===== src/design/wdwq_pkg.sv =====
`timescale 1ns / 1ps

package wdwq_pkg;

    localparam int CountWidth  = 8;
    localparam int GapWidth    = 16;
    localparam int PeriodWidth = 27;
    localparam int CfgIdxWidth = 3;
    localparam int CfgDatWidth = 27;
    localparam int InDataWidth  = 8;
    localparam int OutDataWidth = 32;

    typedef enum logic [CfgIdxWidth-1:0] {
        REG_MAX_SAMPLES       = 3'd0,
        REG_MIN_DRY_SAMPLES   = 3'd1,
        REG_USE_SWITCH_SOURCE = 3'd2,
        REG_SAMPLE_GAP_MS     = 3'd3,
        REG_PERIOD_WET_MS     = 3'd4,
        REG_PERIOD_DRY_MS     = 3'd5
    } cfg_reg_t;

    typedef struct packed {
        logic [PeriodWidth-1:0] next_delay_ms;
        logic                   window_done;
        logic                   report_wet;
        logic                   report_valid;
    } result_t;

endpackage


===== src/design/wet_dry_window_qualifier.sv =====
`timescale 1ns / 1ps

// Each accepted input transaction's result is registered and offered as a result transaction in the cycle after.
// Throughput: one sample per cycle while results are taken; the output register frees as soon as the result is taken.
// The window counters and verdict state update in the same cycle that a sample is accepted.
// Reset (rst_n low, asynchronous) clears the window state, marks the first window and
// restores the register defaults (window length 1, dry minimum 1, all others zero).
module wet_dry_window_qualifier (
    input  logic                                clk,
    input  logic                                rst_n,
    input  logic                                cfg_wr_en,
    input  logic [wdwq_pkg::CfgIdxWidth-1:0]    cfg_index,
    input  logic [wdwq_pkg::CfgDatWidth-1:0]    cfg_data,
    input  logic                                s_axis_tvalid,
    output logic                                s_axis_tready,
    // Fields from bit 0: sample_wet, then zero fill.
    input  logic [wdwq_pkg::InDataWidth-1:0]    s_axis_tdata,
    output logic                                m_axis_tvalid,
    input  logic                                m_axis_tready,
    // Fields from bit 0: report_valid, report_wet, window_done, next_delay_ms[26:0], zero fill.
    output logic [wdwq_pkg::OutDataWidth-1:0]   m_axis_tdata
);
    import wdwq_pkg::*;

    logic [CountWidth-1:0]  max_samples_reg;
    logic [CountWidth-1:0]  min_dry_samples_reg;
    logic                   use_switch_source_reg;
    logic [GapWidth-1:0]    sample_gap_ms_reg;
    logic [PeriodWidth-1:0] period_wet_ms_reg;
    logic [PeriodWidth-1:0] period_dry_ms_reg;

    logic [CountWidth-1:0]  sample_count_reg, sample_count_next;
    logic [CountWidth-1:0]  dry_count_reg, dry_count_next;
    logic                   pending_wet_reg, pending_wet_next;
    logic                   held_wet_reg, held_wet_next;
    logic                   first_window_reg, first_window_next;

    logic                   out_valid_reg;
    result_t                result_reg, result_next;

    logic                   accept;
    logic                   sample_wet;
    logic [CountWidth-1:0]  win_len;
    logic [CountWidth-1:0]  dry_min;
    logic [CountWidth:0]    count_inc;
    logic [CountWidth:0]    dry_inc;
    logic                   pending_work;
    logic                   done;

    assign s_axis_tready = !out_valid_reg || m_axis_tready;
    assign accept        = s_axis_tvalid && s_axis_tready;
    assign sample_wet    = s_axis_tdata[0];

    always_ff @(posedge clk or negedge rst_n)
    begin
        if (!rst_n)
        begin
            max_samples_reg       <= CountWidth'(1);
            min_dry_samples_reg   <= CountWidth'(1);
            use_switch_source_reg <= 1'b0;
            sample_gap_ms_reg     <= '0;
            period_wet_ms_reg     <= '0;
            period_dry_ms_reg     <= '0;
        end
        else if (cfg_wr_en)
        begin
            unique case (cfg_index)
                REG_MAX_SAMPLES:       max_samples_reg       <= cfg_data[CountWidth-1:0];
                REG_MIN_DRY_SAMPLES:   min_dry_samples_reg   <= cfg_data[CountWidth-1:0];
                REG_USE_SWITCH_SOURCE: use_switch_source_reg <= cfg_data[0];
                REG_SAMPLE_GAP_MS:     sample_gap_ms_reg     <= cfg_data[GapWidth-1:0];
                REG_PERIOD_WET_MS:     period_wet_ms_reg     <= cfg_data[PeriodWidth-1:0];
                REG_PERIOD_DRY_MS:     period_dry_ms_reg     <= cfg_data[PeriodWidth-1:0];
                default: ;
            endcase
        end
    end

    always_comb
    begin
        win_len   = use_switch_source_reg ? max_samples_reg : CountWidth'(1);
        dry_min   = use_switch_source_reg ? min_dry_samples_reg : CountWidth'(1);
        count_inc = {1'b0, sample_count_reg} + 1'b1;
        dry_inc   = {1'b0, dry_count_reg} + 1'b1;

        pending_work      = pending_wet_reg;
        dry_count_next    = dry_count_reg;
        done              = 1'b0;
        held_wet_next     = held_wet_reg;
        first_window_next = first_window_reg;
        result_next       = '0;

        if (sample_wet)
        begin
            pending_work = 1'b1;
        end
        else
        begin
            if (dry_inc >= {1'b0, dry_min})
            begin
                done         = 1'b1;
                pending_work = 1'b0;
            end
            dry_count_next = dry_inc[CountWidth-1:0];
        end

        if (count_inc >= {1'b0, win_len})
        begin
            done = 1'b1;
        end

        if (done)
        begin
            sample_count_next = '0;
            dry_count_next    = '0;
            if ((pending_work != held_wet_reg) || first_window_reg)
            begin
                first_window_next        = 1'b0;
                held_wet_next            = pending_work;
                result_next.report_valid = 1'b1;
                result_next.report_wet   = pending_work;
            end
            pending_wet_next = 1'b0;
        end
        else
        begin
            sample_count_next = count_inc[CountWidth-1:0];
            pending_wet_next  = pending_work;
        end

        result_next.window_done = done;
        if (sample_count_next != '0)
        begin
            result_next.next_delay_ms = PeriodWidth'(sample_gap_ms_reg);
        end
        else if (first_window_next)
        begin
            result_next.next_delay_ms = '0;
        end
        else
        begin
            result_next.next_delay_ms = held_wet_next ? period_wet_ms_reg : period_dry_ms_reg;
        end
    end

    always_ff @(posedge clk or negedge rst_n)
    begin
        if (!rst_n)
        begin
            sample_count_reg <= '0;
            dry_count_reg    <= '0;
            pending_wet_reg  <= 1'b0;
            held_wet_reg     <= 1'b0;
            first_window_reg <= 1'b1;
            out_valid_reg    <= 1'b0;
        end
        else
        begin
            if (accept)
            begin
                sample_count_reg <= sample_count_next;
                dry_count_reg    <= dry_count_next;
                pending_wet_reg  <= pending_wet_next;
                held_wet_reg     <= held_wet_next;
                first_window_reg <= first_window_next;
                out_valid_reg    <= 1'b1;
            end
            else if (m_axis_tready)
            begin
                out_valid_reg <= 1'b0;
            end
        end
    end

    always_ff @(posedge clk)
    begin
        if (accept)
        begin
            result_reg <= result_next;
        end
    end

    assign m_axis_tvalid = out_valid_reg;
    assign m_axis_tdata  = OutDataWidth'(result_reg);

endmodule

===== config.mk =====
export PLATFORM = sky130hd
export DESIGN_NAME = wet_dry_window_qualifier
export DESIGN_NICKNAME = d
export VERILOG_FILES = /design/src/design/wdwq_pkg.sv /design/src/design/wet_dry_window_qualifier.sv
export SDC_FILE = /design/constraint.sdc
export NUM_CORES = 1
export LEC_CHECK = 0
export BUFFER_PORTS_ARGS = -buffer_cell sky130_fd_sc_hd__buf_2
export CAP_MARGIN = 20
export CORE_ASPECT_RATIO = 1.1
export CORE_MARGIN = 1.5
export CORE_UTILIZATION = 43
export CTS_CLUSTER_SIZE = 28
export DETAILED_ROUTE_END_ITERATION = 8
export HOLD_SLACK_MARGIN = 0.15
export SLEW_MARGIN = 30
export SYNTH_ARGS = -nofsm -noshare
export SYNTH_HDL_FRONTEND = slang
export SYNTH_SLANG_ARGS = --single-unit
export TNS_END_PERCENT = 5

===== constraint.sdc =====
create_clock -name clk -period 3.29 [get_ports clk]
set_input_delay 0.4935 -clock clk [delete_from_list [all_inputs] [get_ports clk]]
set_output_delay 0.4935 -clock clk [all_outputs]
set_load 0.05 [all_outputs]

* Word level (Yosys, flattened, before mapping) *
Index checks and enable logic that the tools add are counted.

cells by class
  equality and inequality tests = 7
  multiplexer cells = 21
  reductions and logical operators = 16
  add/subtract/negate cells = 2
  order comparisons = 2

operator list
  kind                   number
  $mux W8                5
  $mux W16               2
  $mux W27               1
  $add A8 B1 Y9 const B  2
  $ge A9 B8 Y1           2
  $reduce_and A2 Y1      8
  $mux W1                13
  $reduce_bool A8 Y1     1
  $eq A3 B2 Y1 const B   2
  $eq A3 B3 Y1 const B   2
  $eq A3 B1 Y1 const B   1
  $logic_not A3 Y1       1
  $logic_or A1 B1 Y1     2
  $ne A2 B1 Y1 const B   1
  $reduce_bool A2 Y1     1
  $reduce_or A2 Y1       1
  $logic_and A1 B1 Y1    1
  $logic_not A1 Y1       1
  $ne A1 B1 Y1           1

word-level totals
  input bits = 43
  output and inout bits = 34
  register bits = 137
  word-level logic and storage cells = 65

* Logic depth before layout (Yosys ltp) *
  depth in word-level cells = 11
  mapped depth = 16
  mapped depth without buffers = 13

* Least setup slack after synthesis *
No wires, ideal clock.

  kind = register to register
  start = register sample_count_reg[0]
  end = register result_reg, in the netlist m_axis_tdata[10], data pin
  library setup time = 0.258 ns
  required time = 3.032 ns
  stages on the path, launching flop included = 17
  arrival = 2.918 ns
  path slack = 0.114 ns
  clock period less this slack = 3.176 ns
  cell sequence = dfrtp_1 ha_1 and3_1 buf_6 nand3_1 xor2_1 inv_1 ha_1 nand3_1 nor2_1 a32oi_4 and2_4 o311a_1 buf_6 buf_8 mux2i_1 o2bb2ai_1

RTL lines
  item                      line                             RTL
  start: declaration        wet_dry_window_qualifier.sv:32   logic [CountWidth-1:0] sample_count_reg, sample_count_next;
  start signal: assignment  wet_dry_window_qualifier.sv:161  sample_count_reg <= sample_count_next;
  end signal: assignment    wet_dry_window_qualifier.sv:179  result_reg <= result_next;
  end: declaration          wet_dry_window_qualifier.sv:39   result_t result_reg, result_next;

==> run_results.csv <==
group,metric,value,unit
synthesis,yosys-top-cells-area,"dfrtp_1 41%, mux2_2 16%, edfxtp_1 14%",
setup_path,startpoint,"dry_count_reg[4]",
sta,skew,6.89,ps
setup_path,worstSetupPathType,"flip-flop to flip-flop",
synthesis,synthMuxAreaShare,20.1,%
placed_design,gp_congestion,0.803,
placed_design,port_buffers,67,
sta,fin_ws,172,ps
drt,antenna_left,0,
sta,max_freq,321,MHz
setup_path,endpoint,"m_axis_tdata[9]",
power,cellLeakagePower,3.34,nW
clock_tree,clk_latency,420,ps
synthesis,synth.avg_cell_area,13.4,µm²
synthesis,ys_seq_elements,137,
setup_path,r2r_setup_slack,170,ps
global_routing,grt_max_degree,64,
synthesis,synth_top_family_by_area,"multiplexers",
synthesis,synth_edf_count,30,
synthesis,synth_cells,470,
sta,maxSlewHeadroom,44.6,%
clock_tree,cts_hold_buf,0,
flow_run,cap_viol_max_count,0,
synthesis,synthArstFlopShare,78.1,%
clock_tree,cts_tree,"done",
synthesis,synth_adder_area_share,3.58,%
layout,largest_reg_flops,30,
placed_design,dp_hpwl,8360,µm
floorplan,start_util,43.9,%
synthesis,yosysWarnings,0,
synthesis,yosys.area_share.xor_xnor,1.81,%
layout,final_layout_size_suffix_gt1_share,39.9,%
drt,dr.pass1.iters,4,
drt,drtIter0Drc,164,
floorplan,ios,77,
floorplan,rows,46,
setup_path,r2r_end,"m_axis_tdata[9]",
global_routing,grt_pass1_vias,4190,
floorplan,die_h,130,µm
clock_tree,cts.sinks,137,
synthesis,synth_flop_cell,"dfrtp_1",
synthesis,synth_compound_area_share,7.44,%
synthesis,synth_simple_gate_area_share,7.34,%
global_routing,globalRoute.totalOverflow,0,
layout,fill_cells,1234,
setup_path,arrival,3290,ps
drt,vias,3943,
synthesis,ys_seq_area_share,57.0,%
setup_path,startpoint_type,"flip-flop",
floorplan,core-area,0.0143,mm²
global_routing,antenna_found_initial,0,
layout,diodes,0,
layout,seq_area,0.00358,mm²
setup_path,critical_path_required,3460,ps
clock_tree,htree_num_levels,4,
sta,rsz0062_at_grt,"no",
status,status,"complete, no violations",
sta,hold_violations,0,
drt,top_layer_used,"met4",
layout,multi_input_area,0.00259,mm²
clock_tree,clkTransAtPathRegs,60,ps
sta,worst_slew_pin_slew,831,ps
layout,num-nets-final,617,
sta,slew_violations,0,
floorplan,dieArea,0.0154,mm²
sta,period_share,94.8,%
synthesis,syn_area,0.00629,mm²
drt,avgViaCountPerCell,5.18,
global_routing,grt.total_usage,17.9,%
drt,drc,0,
sta,finalSetupViolations,0,
drt,met2_length,6410,µm
drt,wirelength,12800,µm
clock_tree,numCtsBuffers,17,
setup_path,worst_setup_path_end_kind,"flip-flop",
synthesis,yosysUniqueCellTypes,51,
drt,wl_met3,500,µm
min_path,holdCritPathClass,"input pin to asynchronous set/reset pin",
placed_design,pre_cts_slack,53.6,ps
sta,setup-tns-final,0,ps
synthesis,netlist.area_leader.share,41.4,%
setup_path,rr_worst_depth,14,
synthesis,synth_top_area_cell,"dfrtp_1",
power,ir_drop,536,µV
setup_path,cp_max_fo,13,
clock_tree,root_buffer,"clkbuf_16",
layout,syn2layout_area_growth,20.8,%
drt,avgRoutedWirePerCell,16.8,µm
setup_path,r2r-start,"dry_count_reg[4]",
power,powerDensity,1030,mW/mm²
clock_tree,cts_max_path_buffers,2,
synthesis,synth_common_cells,"104 x dfrtp_1, 88 x mux2_2, 30 x edfxtp_1, 29 x nand2_1, 27 x mux2i_1",
drt,met1Wirelength,5670,µm
floorplan,die_w,118,µm
global_routing,grt_pass1_wl,21200,µm
synthesis,yosys.cell_count.top_type,"dfrtp_1",
sta,fin_crit,3120,ps
## layer usage
layer	vias up	global-route usage, %
met5	-	0
met4	0	7.60
met3	14	4.63
met2	72	29.6
met1	1977	22.5
li1	1880	-
## repair_timing
item / in CTS / in global routing
resized for setup: 0 / 8
buffers inserted: 0 / 1
setup endpoints to repair: 0 / 27
## kinds of logic after synthesis
family	after synthesis
simple gates	94
compound gates	61
other cells	1
fa+ha+maj	18
buf+inv	31
mux	115
xor+xnor	13
flops	137
## cell usage in the layout, fill, tap and decap left out, types with 16 or more instances in the layout
cell       count
dfrtp_1      103
mux2_2        88
buf_2         66
edfxtp_1      30
nand2_1       29
mux2i_1       27
nor2_1        24
buf_4         19
ha_1          18
clkbuf_16     17
o2bb2ai_1     16
## per-stage QoR
step / std cells / cell area, µm² / hold slack [ps] / utilization (%) / power, mW
floorplan: 471 / 6290 / 198 / - / 4.93
global placement: 728 / 6960 / 486 / 48.5 / 5.83
detailed placement: 728 / 6960 / 494 / 48.5 / 5.90
CTS: 760 / 7550 / 194 / 52.7 / 7.87
global route: 761 / 7600 / 223 / 53.0 / 8.30
finish: 761 / 7600 / 159 / 53.0 / 7.84
## report_power, final
part           switching [mW]  internal [mW]
Clock                   0.734           1.19
Sequential              0.222           2.34
Combinational            2.01           1.35
Total                    2.96           4.88
## worst max-delay path: stages (launching register included)
cell and delay [ps]:
dfrtp_1 410, and3_1 220, nand3_2 130, nor2_1 160
xor2_1 230, ha_1 300, nand4_1 110, nor2_1 60
a221oi_2 240, buf_4 180, or2_2 130, o311a_4 220
buf_12 160, mux2i_1 220, o2bb2ai_1 90
## worst min-delay path by stage
| stage | endpoint | from | slack [ps] | cells past startpoint |
|---|---|---|---|---|
| 4_1_cts | max_samples_reg[5] | rst_n | 190 | 1 |
| 3_5_place_dp | sample_gap_ms_reg[8] | sample_gap_ms_reg[8] | 490 | 1 |
| 5_1_grt | dry_count_reg[5] | rst_n | 220 | 1 |
| 2_1_floorplan | dry_count_reg[0] | rst_n | 200 | 0 |
| 6_report | dry_count_reg[5] | rst_n | 160 | 1 |
| 3_3_place_gp | period_dry_ms_reg[25] | period_dry_ms_reg[25] | 490 | 1 |
## cell type report
cell class | count | area share [%]
multi-input combinational | 303 | 34.0
tap | 192 | 3.16
sequential | 137 | 47.2
clock buffer | 18 | 5.65
clock inverter | 14 | 2.21
inverter | 7 | 0.346
timing repair buffer | 90 | 7.43
(Power assumes the default switching activity.)
